## config.mk

```make
export PLATFORM = sky130hd
export DESIGN_NAME = adc_auto_range_sequencer_unit
export DESIGN_NICKNAME = d
export VERILOG_FILES = /design/src/design/aars_pkg.sv /design/src/design/aars_range_mem.sv /design/src/design/aars_step.sv /design/src/design/adc_auto_range_sequencer_unit.sv
export SDC_FILE = /design/constraint.sdc
export NUM_CORES = 1
export LEC_CHECK = 0
export BUFFER_PORTS_ARGS = -buffer_cell sky130_fd_sc_hd__buf_2
export CORE_UTILIZATION = 55
export CTS_CLUSTER_DIAMETER = 80
export CTS_CLUSTER_SIZE = 25
export DETAILED_ROUTE_END_ITERATION = 7
export HOLD_SLACK_MARGIN = 0.06
export MAX_ROUTING_LAYER = met4
export PLACE_DENSITY = 0.75
export RECOVER_POWER = 25
export SYNTH_ARGS = -nofsm -noshare
export SYNTH_HDL_FRONTEND = slang
export SYNTH_SLANG_ARGS = --single-unit
```

## constraint.sdc

```tcl
create_clock -name clk -period 6.52 [get_ports clk]
set_clock_uncertainty 0.1 [all_clocks]
set_input_delay 0.652 -clock clk [delete_from_list [all_inputs] [get_ports clk]]
set_output_delay 0.652 -clock clk [all_outputs]
set_load 0.02 [all_outputs]
```

## src/design/aars_pkg.sv

```systemverilog
package aars_pkg;

	// command codes of an input item
	localparam logic CMD_START  = 1'b0;
	localparam logic CMD_SAMPLE = 1'b1;

	// kind codes of a result item
	localparam logic KIND_REQUEST = 1'b0;
	localparam logic KIND_READING = 1'b1;

	// configuration register indexes
	localparam logic [1:0] REG_LOW_THRESHOLD  = 2'd0;
	localparam logic [1:0] REG_HIGH_THRESHOLD = 2'd1;
	localparam logic [1:0] REG_SETTLE_LIMIT   = 2'd2;

	// configuration reset values
	localparam logic [11:0] LOW_THRESHOLD_RESET  = 12'd1750;
	localparam logic [11:0] HIGH_THRESHOLD_RESET = 12'd3900;
	localparam logic [3:0]  SETTLE_LIMIT_RESET   = 4'd5;

	// range codes
	localparam logic [1:0] RANGE_MIN   = 2'd0;
	localparam logic [1:0] RANGE_1X    = 2'd0;
	localparam logic [1:0] RANGE_2X    = 2'd1;
	localparam logic [1:0] RANGE_4X    = 2'd2;
	localparam logic [1:0] RANGE_MAX   = 2'd3;
	localparam logic [1:0] RANGE_RESET = 2'd2;

	localparam logic [3:0] COUNT_MAX = 4'd15;

	// floor(s * 122 / 100) as (s * 122 * ceil(2^26 / 100)) >> 26, exact for 12-bit s
	localparam int          VDD_SHIFT = 26;
	localparam logic [26:0] VDD_RECIP = 27'd81872858;

	typedef struct packed {
		logic        cmd;
		logic [5:0]  channel;
		logic [11:0] sample;
	} in_item_t;

	typedef struct packed {
		logic        kind;
		logic [5:0]  out_channel;
		logic [1:0]  scale;
		logic [12:0] millivolts;
	} out_item_t;

	// range table write from the decision stage
	typedef struct packed {
		logic       en;
		logic [5:0] chan;
		logic [1:0] rng;
	} rng_wr_t;

	// raw sample to millivolts at the given range
	function automatic logic [12:0] to_millivolts(input logic [11:0] s, input logic [1:0] rng);
		logic [38:0] prod;
		logic [12:0] mv;
		prod = 39'(s) * 39'(VDD_RECIP);
		case (rng)
			RANGE_1X: mv = 13'(s >> 2);
			RANGE_2X: mv = 13'(s >> 1);
			RANGE_4X: mv = 13'(s);
			default:  mv = prod[VDD_SHIFT +: 13];
		endcase
		return mv;
	endfunction

endpackage

```

## src/design/aars_range_mem.sv

```systemverilog
module aars_range_mem #(
	parameter int DEPTH = 64
) (
	input  logic            clk,
	input  logic            arst_n,
	input  logic            rd_en,
	input  logic [5:0]      rd_chan,
	output logic [1:0]      rd_rng,
	input  aars_pkg::rng_wr_t wr
);

	localparam int AW = (DEPTH > 1) ? $clog2(DEPTH) : 1;

	logic [1:0]       mem [DEPTH];
	logic [DEPTH-1:0] vld_q;
	logic [1:0]       rdata_q;
	logic             rvld_q;

	// entry valid bits, an unwritten entry reads as the reset range
	always_ff @(posedge clk or negedge arst_n) begin
		if (!arst_n) begin
			vld_q <= '0;
		end else if (wr.en) begin
			vld_q[AW'(wr.chan)] <= 1'b1;
		end
	end

	// storage write
	always_ff @(posedge clk) begin
		if (wr.en) begin
			mem[AW'(wr.chan)] <= wr.rng;
		end
	end

	// registered read
	always_ff @(posedge clk) begin
		if (rd_en) begin
			rdata_q <= mem[AW'(rd_chan)];
			rvld_q  <= vld_q[AW'(rd_chan)];
		end
	end

	assign rd_rng = rvld_q ? rdata_q : aars_pkg::RANGE_RESET;

endmodule

```

## src/design/aars_step.sv

```systemverilog
module aars_step #(
	parameter int CHANNELS = 64
) (
	input  logic               clk,
	input  logic               arst_n,
	input  logic               fire,
	input  aars_pkg::in_item_t item,
	input  logic [1:0]         mem_rng,
	input  logic [11:0]        low_threshold,
	input  logic [11:0]        high_threshold,
	input  logic [3:0]         settle_limit,
	output logic               res_vld,
	output aars_pkg::out_item_t res,
	output aars_pkg::rng_wr_t  wr
);

	localparam logic [8:0] CH_LIMIT = 9'(CHANNELS);

	logic       busy_q, busy_d;
	logic [5:0] active_q, active_d;
	logic [3:0] count_q, count_d;
	logic       fp_q, fp_d;
	logic [1:0] rng_q, rng_d;

	logic [1:0] start_rng;
	logic       lo_hit, hi_hit;

	// the cached range always mirrors the table entry of the active channel
	assign start_rng = (item.channel == active_q) ? rng_q : mem_rng;
	assign lo_hit    = item.sample < low_threshold;
	assign hi_hit    = item.sample > high_threshold;

	// decision for one item
	always_comb begin
		busy_d   = busy_q;
		active_d = active_q;
		count_d  = count_q;
		fp_d     = fp_q;
		rng_d    = rng_q;
		res_vld  = 1'b0;
		res      = '0;
		wr       = '0;
		if (fire) begin
			if (item.cmd == aars_pkg::CMD_START) begin
				if ({3'b000, item.channel} < CH_LIMIT) begin
					busy_d          = 1'b1;
					active_d        = item.channel;
					count_d         = '0;
					fp_d            = 1'b0;
					rng_d           = start_rng;
					res_vld         = 1'b1;
					res.kind        = aars_pkg::KIND_REQUEST;
					res.out_channel = item.channel;
					res.scale       = start_rng;
				end
			end else if (busy_q) begin
				res_vld         = 1'b1;
				res.out_channel = active_q;
				res.kind        = aars_pkg::KIND_READING;
				res.scale       = rng_q;
				res.millivolts  = aars_pkg::to_millivolts(item.sample, rng_q);
				busy_d          = 1'b0;
				if (fp_q) begin
					fp_d = 1'b0;
				end else if (count_q >= settle_limit) begin
					// final pass: one step up allowed, then a last conversion
					if (hi_hit && rng_q != aars_pkg::RANGE_MAX) begin
						rng_d = rng_q + 2'd1;
						fp_d  = 1'b1;
					end
				end else begin
					if (count_q != aars_pkg::COUNT_MAX) begin
						count_d = count_q + 4'd1;
					end
					if (lo_hit) begin
						if (rng_q != aars_pkg::RANGE_MIN) begin
							rng_d = rng_q - 2'd1;
						end
					end else if (hi_hit) begin
						if (rng_q != aars_pkg::RANGE_MAX) begin
							rng_d = rng_q + 2'd1;
						end
					end
				end
				// a range step turns the reading into a new request
				if (rng_d != rng_q) begin
					busy_d         = 1'b1;
					res.kind       = aars_pkg::KIND_REQUEST;
					res.scale      = rng_d;
					res.millivolts = '0;
					wr.en          = 1'b1;
					wr.chan        = active_q;
					wr.rng         = rng_d;
				end
			end
		end
	end

	// sequencer state
	always_ff @(posedge clk or negedge arst_n) begin
		if (!arst_n) begin
			busy_q   <= 1'b0;
			active_q <= '0;
			count_q  <= '0;
			fp_q     <= 1'b0;
			rng_q    <= aars_pkg::RANGE_RESET;
		end else begin
			busy_q   <= busy_d;
			active_q <= active_d;
			count_q  <= count_d;
			fp_q     <= fp_d;
			rng_q    <= rng_d;
		end
	end

endmodule

```

## src/design/adc_auto_range_sequencer_unit.sv

```systemverilog
// Auto-ranging ADC sequencer.
// Input channel (in_valid/in_ready/in_data): a start command names an analog
// channel, a sample command returns a 12-bit conversion result for the
// channel being read. Output channel (out_valid/out_ready/out_data) carries
// either a conversion request at a given range or the final millivolt reading.
// Each channel keeps its range in a table that stays between reads.
// Configuration: cfg_we writes cfg_data into register cfg_index
// (low threshold, high threshold, settle limit); write only while idle.
// A result passes the input register, where the range table is read, then the
// decision into the output register, which drives out_valid.
// Throughput: one item per cycle unless stalled; the range table read and the
// decision share one stage, and the cached active range covers back-to-back
// items. A stalled receiver holds the output register; the input stage then
// holds one further item and in_ready drops until the output is taken.
// Reset clears the table to the 4096 mV range through per-entry valid bits,
// with no clearing pass, and restores the register reset values.
module adc_auto_range_sequencer_unit #(
	parameter int CHANNELS = 64
) (
	input  logic                clk,
	input  logic                arst_n,
	input  logic                in_valid,
	output logic                in_ready,
	input  aars_pkg::in_item_t  in_data,
	output logic                out_valid,
	input  logic                out_ready,
	output aars_pkg::out_item_t out_data,
	input  logic                cfg_we,
	input  logic [1:0]          cfg_index,
	input  logic [11:0]         cfg_data
);

	logic [11:0]         low_q, high_q;
	logic [3:0]          limit_q;
	logic                vld_s1;
	aars_pkg::in_item_t  item_s1;
	logic                adv_s1, in_xfer;
	logic [1:0]          mem_rng;
	logic                res_vld;
	aars_pkg::out_item_t res;
	aars_pkg::rng_wr_t   wr;
	logic                out_vld_q;
	aars_pkg::out_item_t out_q;

	// configuration registers
	always_ff @(posedge clk or negedge arst_n) begin
		if (!arst_n) begin
			low_q   <= aars_pkg::LOW_THRESHOLD_RESET;
			high_q  <= aars_pkg::HIGH_THRESHOLD_RESET;
			limit_q <= aars_pkg::SETTLE_LIMIT_RESET;
		end else if (cfg_we) begin
			case (cfg_index)
				aars_pkg::REG_LOW_THRESHOLD:  low_q   <= cfg_data;
				aars_pkg::REG_HIGH_THRESHOLD: high_q  <= cfg_data;
				aars_pkg::REG_SETTLE_LIMIT:   limit_q <= cfg_data[3:0];
				default: ;
			endcase
		end
	end

	// handshake between input stage and output register
	assign adv_s1   = vld_s1 && (!out_vld_q || out_ready);
	assign in_ready = !vld_s1 || adv_s1;
	assign in_xfer  = in_valid && in_ready;

	// input stage
	always_ff @(posedge clk or negedge arst_n) begin
		if (!arst_n) begin
			vld_s1 <= 1'b0;
		end else if (in_ready) begin
			vld_s1 <= in_valid;
		end
	end

	always_ff @(posedge clk) begin
		if (in_xfer) begin
			item_s1 <= in_data;
		end
	end

	// range table, read as the item enters the input stage
	aars_range_mem #(
		.DEPTH(CHANNELS)
	) u_mem (
		.clk     (clk),
		.arst_n  (arst_n),
		.rd_en   (in_xfer),
		.rd_chan (in_data.channel),
		.rd_rng  (mem_rng),
		.wr      (wr)
	);

	// decision and sequencer state
	aars_step #(
		.CHANNELS(CHANNELS)
	) u_step (
		.clk            (clk),
		.arst_n         (arst_n),
		.fire           (adv_s1),
		.item           (item_s1),
		.mem_rng        (mem_rng),
		.low_threshold  (low_q),
		.high_threshold (high_q),
		.settle_limit   (limit_q),
		.res_vld        (res_vld),
		.res            (res),
		.wr             (wr)
	);

	// output register
	always_ff @(posedge clk or negedge arst_n) begin
		if (!arst_n) begin
			out_vld_q <= 1'b0;
		end else if (adv_s1 && res_vld) begin
			out_vld_q <= 1'b1;
		end else if (out_ready) begin
			out_vld_q <= 1'b0;
		end
	end

	always_ff @(posedge clk) begin
		if (adv_s1 && res_vld) begin
			out_q <= res;
		end
	end

	assign out_valid = out_vld_q;
	assign out_data  = out_q;

`ifndef SYNTH
	a_req_no_mv: assert property (@(posedge clk) disable iff (!arst_n)
		out_valid && out_data.kind == aars_pkg::KIND_REQUEST |-> out_data.millivolts == 13'd0)
		else $error("conversion request carries a nonzero reading");

	a_mv_bound: assert property (@(posedge clk) disable iff (!arst_n)
		out_valid && out_data.kind == aars_pkg::KIND_READING |-> out_data.millivolts <= 13'd4995)
		else $error("millivolt reading out of range");

	a_s1_hold: assert property (@(posedge clk) disable iff (!arst_n)
		vld_s1 && out_vld_q && !out_ready |=> vld_s1 && $stable(item_s1))
		else $error("input stage item lost during output stall");

	a_wr_on_req: assert property (@(posedge clk) disable iff (!arst_n)
		wr.en |-> adv_s1 && res_vld && res.kind == aars_pkg::KIND_REQUEST)
		else $error("range table written without a new request");
`endif

endmodule
```

==> impl_metrics.sql <==
INSERT INTO impl_metrics (metric_group, metric, value, unit) VALUES
('outcome', 'outcome', 'complete, but fails checks', ''),
('outcome', 'violations', 'max-capacitance violations, max-slew violations', ''),
('floorplan', 'die-width', '177', 'um'),
('worst_setup_path', 'critPathArrivalTime', '6430', 'ps'),
('worst_setup_path', 'cp_top_family', 'adder cells', ''),
('synth', 'synth_cells', '1266', ''),
('worst_setup_path', 'cp-end-kind', 'register', ''),
('floorplan', 'fp-row-count', '63', ''),
('routing', 'detail_route.wirelength', '36200', 'um'),
('grt', 'track_usage', '24.9', '%'),
('grt', 'grt_first_pass_wirelength', '58100', 'um'),
('synth', 'synth_ff_type', 'edfxtp_1', ''),
('sta', 'final_max_slew_viol_count', '174', ''),
('sta', 'final_critical_path_setup_slack', '317', 'ps'),
('final_layout', 'multiInputGateArea', '0.00811', 'mm^2'),
('synth', 'syn_area_per_cell', '13.3', 'um^2'),
('clock_network', 'clkSinkCount', '280', ''),
('routing', 'antenna_left', '0', ''),
('clock_network', 'clk_latency', '520', 'ps'),
('pwr', 'power.ir.vdd_worst', '0.296', 'mV'),
('synth', 'yosys_register_bits', '280', ''),
('synth', 'synth_edf_count', '172', ''),
('placed_design', 'placement.io_buffers', '61', ''),
('final_layout', 'antenna-diode-count', '0', ''),
('worst_setup_path', 'timing.critical_path.buf_inv', '6', ''),
('sta', 'slew_headroom', '-178', '%'),
('grt', 'grt_pass1_vias', '10900', ''),
('routing', 'vias', '10400', ''),
('job', 'max-cap-violations', '4', ''),
('floorplan', 'overall_die_height', '177', 'um'),
('final_layout', 'seq_area', '0.00789', 'mm^2'),
('placed_design', 'gp_congestion', '0.946', ''),
('synth', 'synth_nets', '1541', ''),
('sta', 'total_negative_setup_slacks', '0', 'ps'),
('routing', 'drtPass1Iterations', '5', ''),
('clock_network', 'root_cell_of_the_clock_tree', 'clkbuf_16', ''),
('synth', 'synthMostInstantiatedCell', 'inv_1', ''),
('floorplan', 'floorplan.initialDensity', '56.4', '%'),
('sta', 'timing_worst_slew_pin_value', '4170', 'ps'),
('final_layout', 'final_net_count', '1592', ''),
('worst_setup_path', 'critPathRequiredTime', '6750', 'ps'),
('clock_network', 'cts-htree-levels', '1', ''),
('clock_network', 'cts_tree', 'built', ''),
('hold_path', 'timing.hold.worst.class', 'in2reg', ''),
('sta', 'grt_setup_unrepaired', 'false', ''),
('pwr', 'power_density', '375', 'mW/mm^2'),
('sta', 'post_route_minimum_period', '6200', 'ps'),
('routing', 'detail_route.iter0.violations', '830', ''),
('worst_setup_path', 'cp_cell_sequence', 'inv_1 -> fa_1 -> inv_1 -> fa_1 -> inv_1 -> fa_1 -> inv_1 -> fa_1 -> inv_1 -> fa_1 -> inv_1 -> ha_1 -> o21ai_0 -> a21oi_1 -> nor2_1 -> a311oi_1 -> o21ai_0 -> o21ai_0 -> a211oi_1 -> o21ai_0 -> nor3b_1', ''),
('synth', 'synth.area.top_cells', 'edfxtp_1 (31%), dfrtp_1 (13%), ha_1 (11%), fa_1 (10%), mux4_2 (8.4%)', ''),
('grt', 'grt_antenna_before_repair', '0', ''),
('sta', 'period_share', '95.1', '%'),
('routing', 'viasPerCell', '6.05', ''),
('synth', 'fraction_of_the_yosys_area_taken_by_sequential_cells', '46.7', '%'),
('grt', 'grt_start_max_net_pins', '129', ''),
('synth', 'ys_top_cells_by_count', 'inv_1 (180), edfxtp_1 (172), ha_1 (152), dfrtp_1 (90), fa_1 (85)', ''),
('worst_setup_path', 'worst-path-max-fanout', '8', ''),
('clock_network', 'numCtsBuffers', '17', ''),
('synth', 'synthesis.yosys.warnings', '0', ''),
('clock_network', 'clock_tree.buffer_depth', '3', ''),
('pwr', 'power_leakage', '0.00802', 'uW'),
('synth', 'async_reset_ff_share', '38.6', '%'),
('final_layout', 'fillCellCount', '2281', ''),
('synth', 'yosys.cell_types.count', '63', ''),
('placed_design', 'placement.setup.worst_slack', '382', 'ps'),
('clock_network', 'post-cts-setup-buffers', '0', ''),
('worst_setup_path', 'timing.critical_path.slowest_stage_cell', 'a311oi_1', ''),
('worst_setup_path', 'cp_slowest_stage_delay', '710', 'ps'),
('synth', 'mappedNetlistArea', '0.0169', 'mm^2'),
('sta', 'timing.fmax', '161', 'MHz'),
('clock_network', 'worst_setup_hold_path_clk_slew', '90', 'ps');
-- registers in the layout, summed over array words and instances, names as in the netlist, 4 cells and up --
name	cells
out_data	22
u_mem.vld_q	64
low_q	12
limit_q	4
u_step.count_q	4
u_mem.mem	128
u_step.active_q	6
high_q	12
item_s1	19
-- cell type report --
class / count / share of cell area [%]
multi-input cells: 749 / 44.6
well taps: 390 / 2.68
repair buffers: 89 / 2.55
flip-flops and latches: 280 / 43.4
clock inverters: 5 / 0.516
clock buffers: 25 / 2.56
inverters: 180 / 3.72
-- cells by family after synthesis --
logic type / count (synthesis) / share of synthesized area, %
xor gates and xnor gates: 15 / 0.778
adders and majority gates: 237 / 21.3
and+or+nand+nor: 216 / 7.05
muxes: 92 / 10.3
buffers and inverters: 237 / 5.50
AOI/OAI and AO/OA: 189 / 8.35
DFF: 280 / 46.7
-- power breakdown --
part / total (uW) / switching, uW / internal [uW] / leakage [uW]
Sequential: 2390 / 180 / 2210 / 0.00298
Combinational: 3270 / 1900 / 1380 / 0.00478
Clock: 1150 / 623 / 529 / 0.000264
Total: 6810 / 2700 / 4110 / 0.00802
-- per-layer routing --
metal,GRT usage [%],part of all wire [%]
met2,42.7,51
met5,-,0
met3,2.62,4.5
met1,31.5,42
met4,6.98,2.6
-- stage by stage --
step	power (uW)	utilization, %	cell area, um^2	instances	hold slack (ps)
3_3_place_gp	5560	59.0	17700	1687	343
6_report	6810	60.7	18200	1718	199
5_1_grt	7420	60.7	18200	1718	185
2_1_floorplan	4840	-	16900	1266	256
4_1_cts	6860	60.9	18300	1718	181
3_5_place_dp	5670	59.0	17700	1687	349
-- worst paths after layout --
| check | startpoint | end | slack (ps) | cells after the start |
|---|---|---|---|---|
| max | item_s1[7]$_DFFE_PP_ | out_data[8]$_SDFFCE_PP0P_ | 320 | 21 |
| min in group asynchronous | arst_n | u_mem.vld_q[15]$_DFFE_PN0P_ | 1450 | 2 |
| max in group asynchronous | arst_n | u_mem.vld_q[32]$_DFFE_PN0P_ | 2980 | 3 |
| min | in_data[18] | item_s1[18]$_DFFE_PP_ | 200 | 1 |
| max reg2reg | item_s1[7]$_DFFE_PP_ | out_data[8]$_SDFFCE_PP0P_ | 320 | 21 |
| min reg2reg | u_mem.vld_q[25]$_DFFE_PN0P_ | u_mem.vld_q[25]$_DFFE_PN0P_ | 370 | 1 |
-- cell usage in the layout, fill, tap and decap left out, types with 5 or more instances in the layout --
| cell | netlist | routed |
|---|---|---|
| inv_1 | 180 | 180 |
| edfxtp_1 | 172 | 172 |
| ha_1 | 152 | 152 |
| dfrtp_1 | 90 | 90 |
| fa_1 | 85 | 85 |
| and3_1 | 70 | 70 |
| mux4_2 | 63 | 63 |
| a31o_1 | 50 | 50 |
| clkbuf_1 | 36 | 46 |
| nor2_1 | 33 | 33 |
| nand2_1 | 32 | 32 |
| o21ai_0 | 29 | 29 |
| a21oi_1 | 27 | 27 |
| mux2_2 | 25 | 25 |
| buf_4 | 6 | 25 |
| buf_2 | 8 | 24 |
| dfstp_2 | 18 | 18 |
| clkbuf_16 | 0 | 17 |
| a21o_1 | 15 | 15 |
| a31o_2 | 14 | 14 |
| xor2_1 | 12 | 12 |
| nand2b_1 | 11 | 11 |
| nor3_1 | 11 | 11 |
| nand3_1 | 10 | 10 |
| a222oi_1 | 10 | 10 |
| a22o_1 | 7 | 7 |
| nor2b_1 | 9 | 6 |
| or3_1 | 6 | 6 |
| and2_1 | 6 | 5 |
| nand4_1 | 5 | 5 |
| nand3b_1 | 5 | 5 |
| a211oi_1 | 6 | 5 |
-- worst reg2reg max path, delay by kind of cell (launching register included) --
kind	cells	cell delay [ps]
fa+ha+maj	6	2870
compound gates	7	1790
flops	1	580
buf+inv	6	440
simple gates	2	260
-- timing repair --
action | CTS | global route
endpoints found under the hold margin | 3 | 0
hold buffers | 1 | 0
endpoints found under the setup margin | 0 | 0
(Power assumes the default switching activity.)
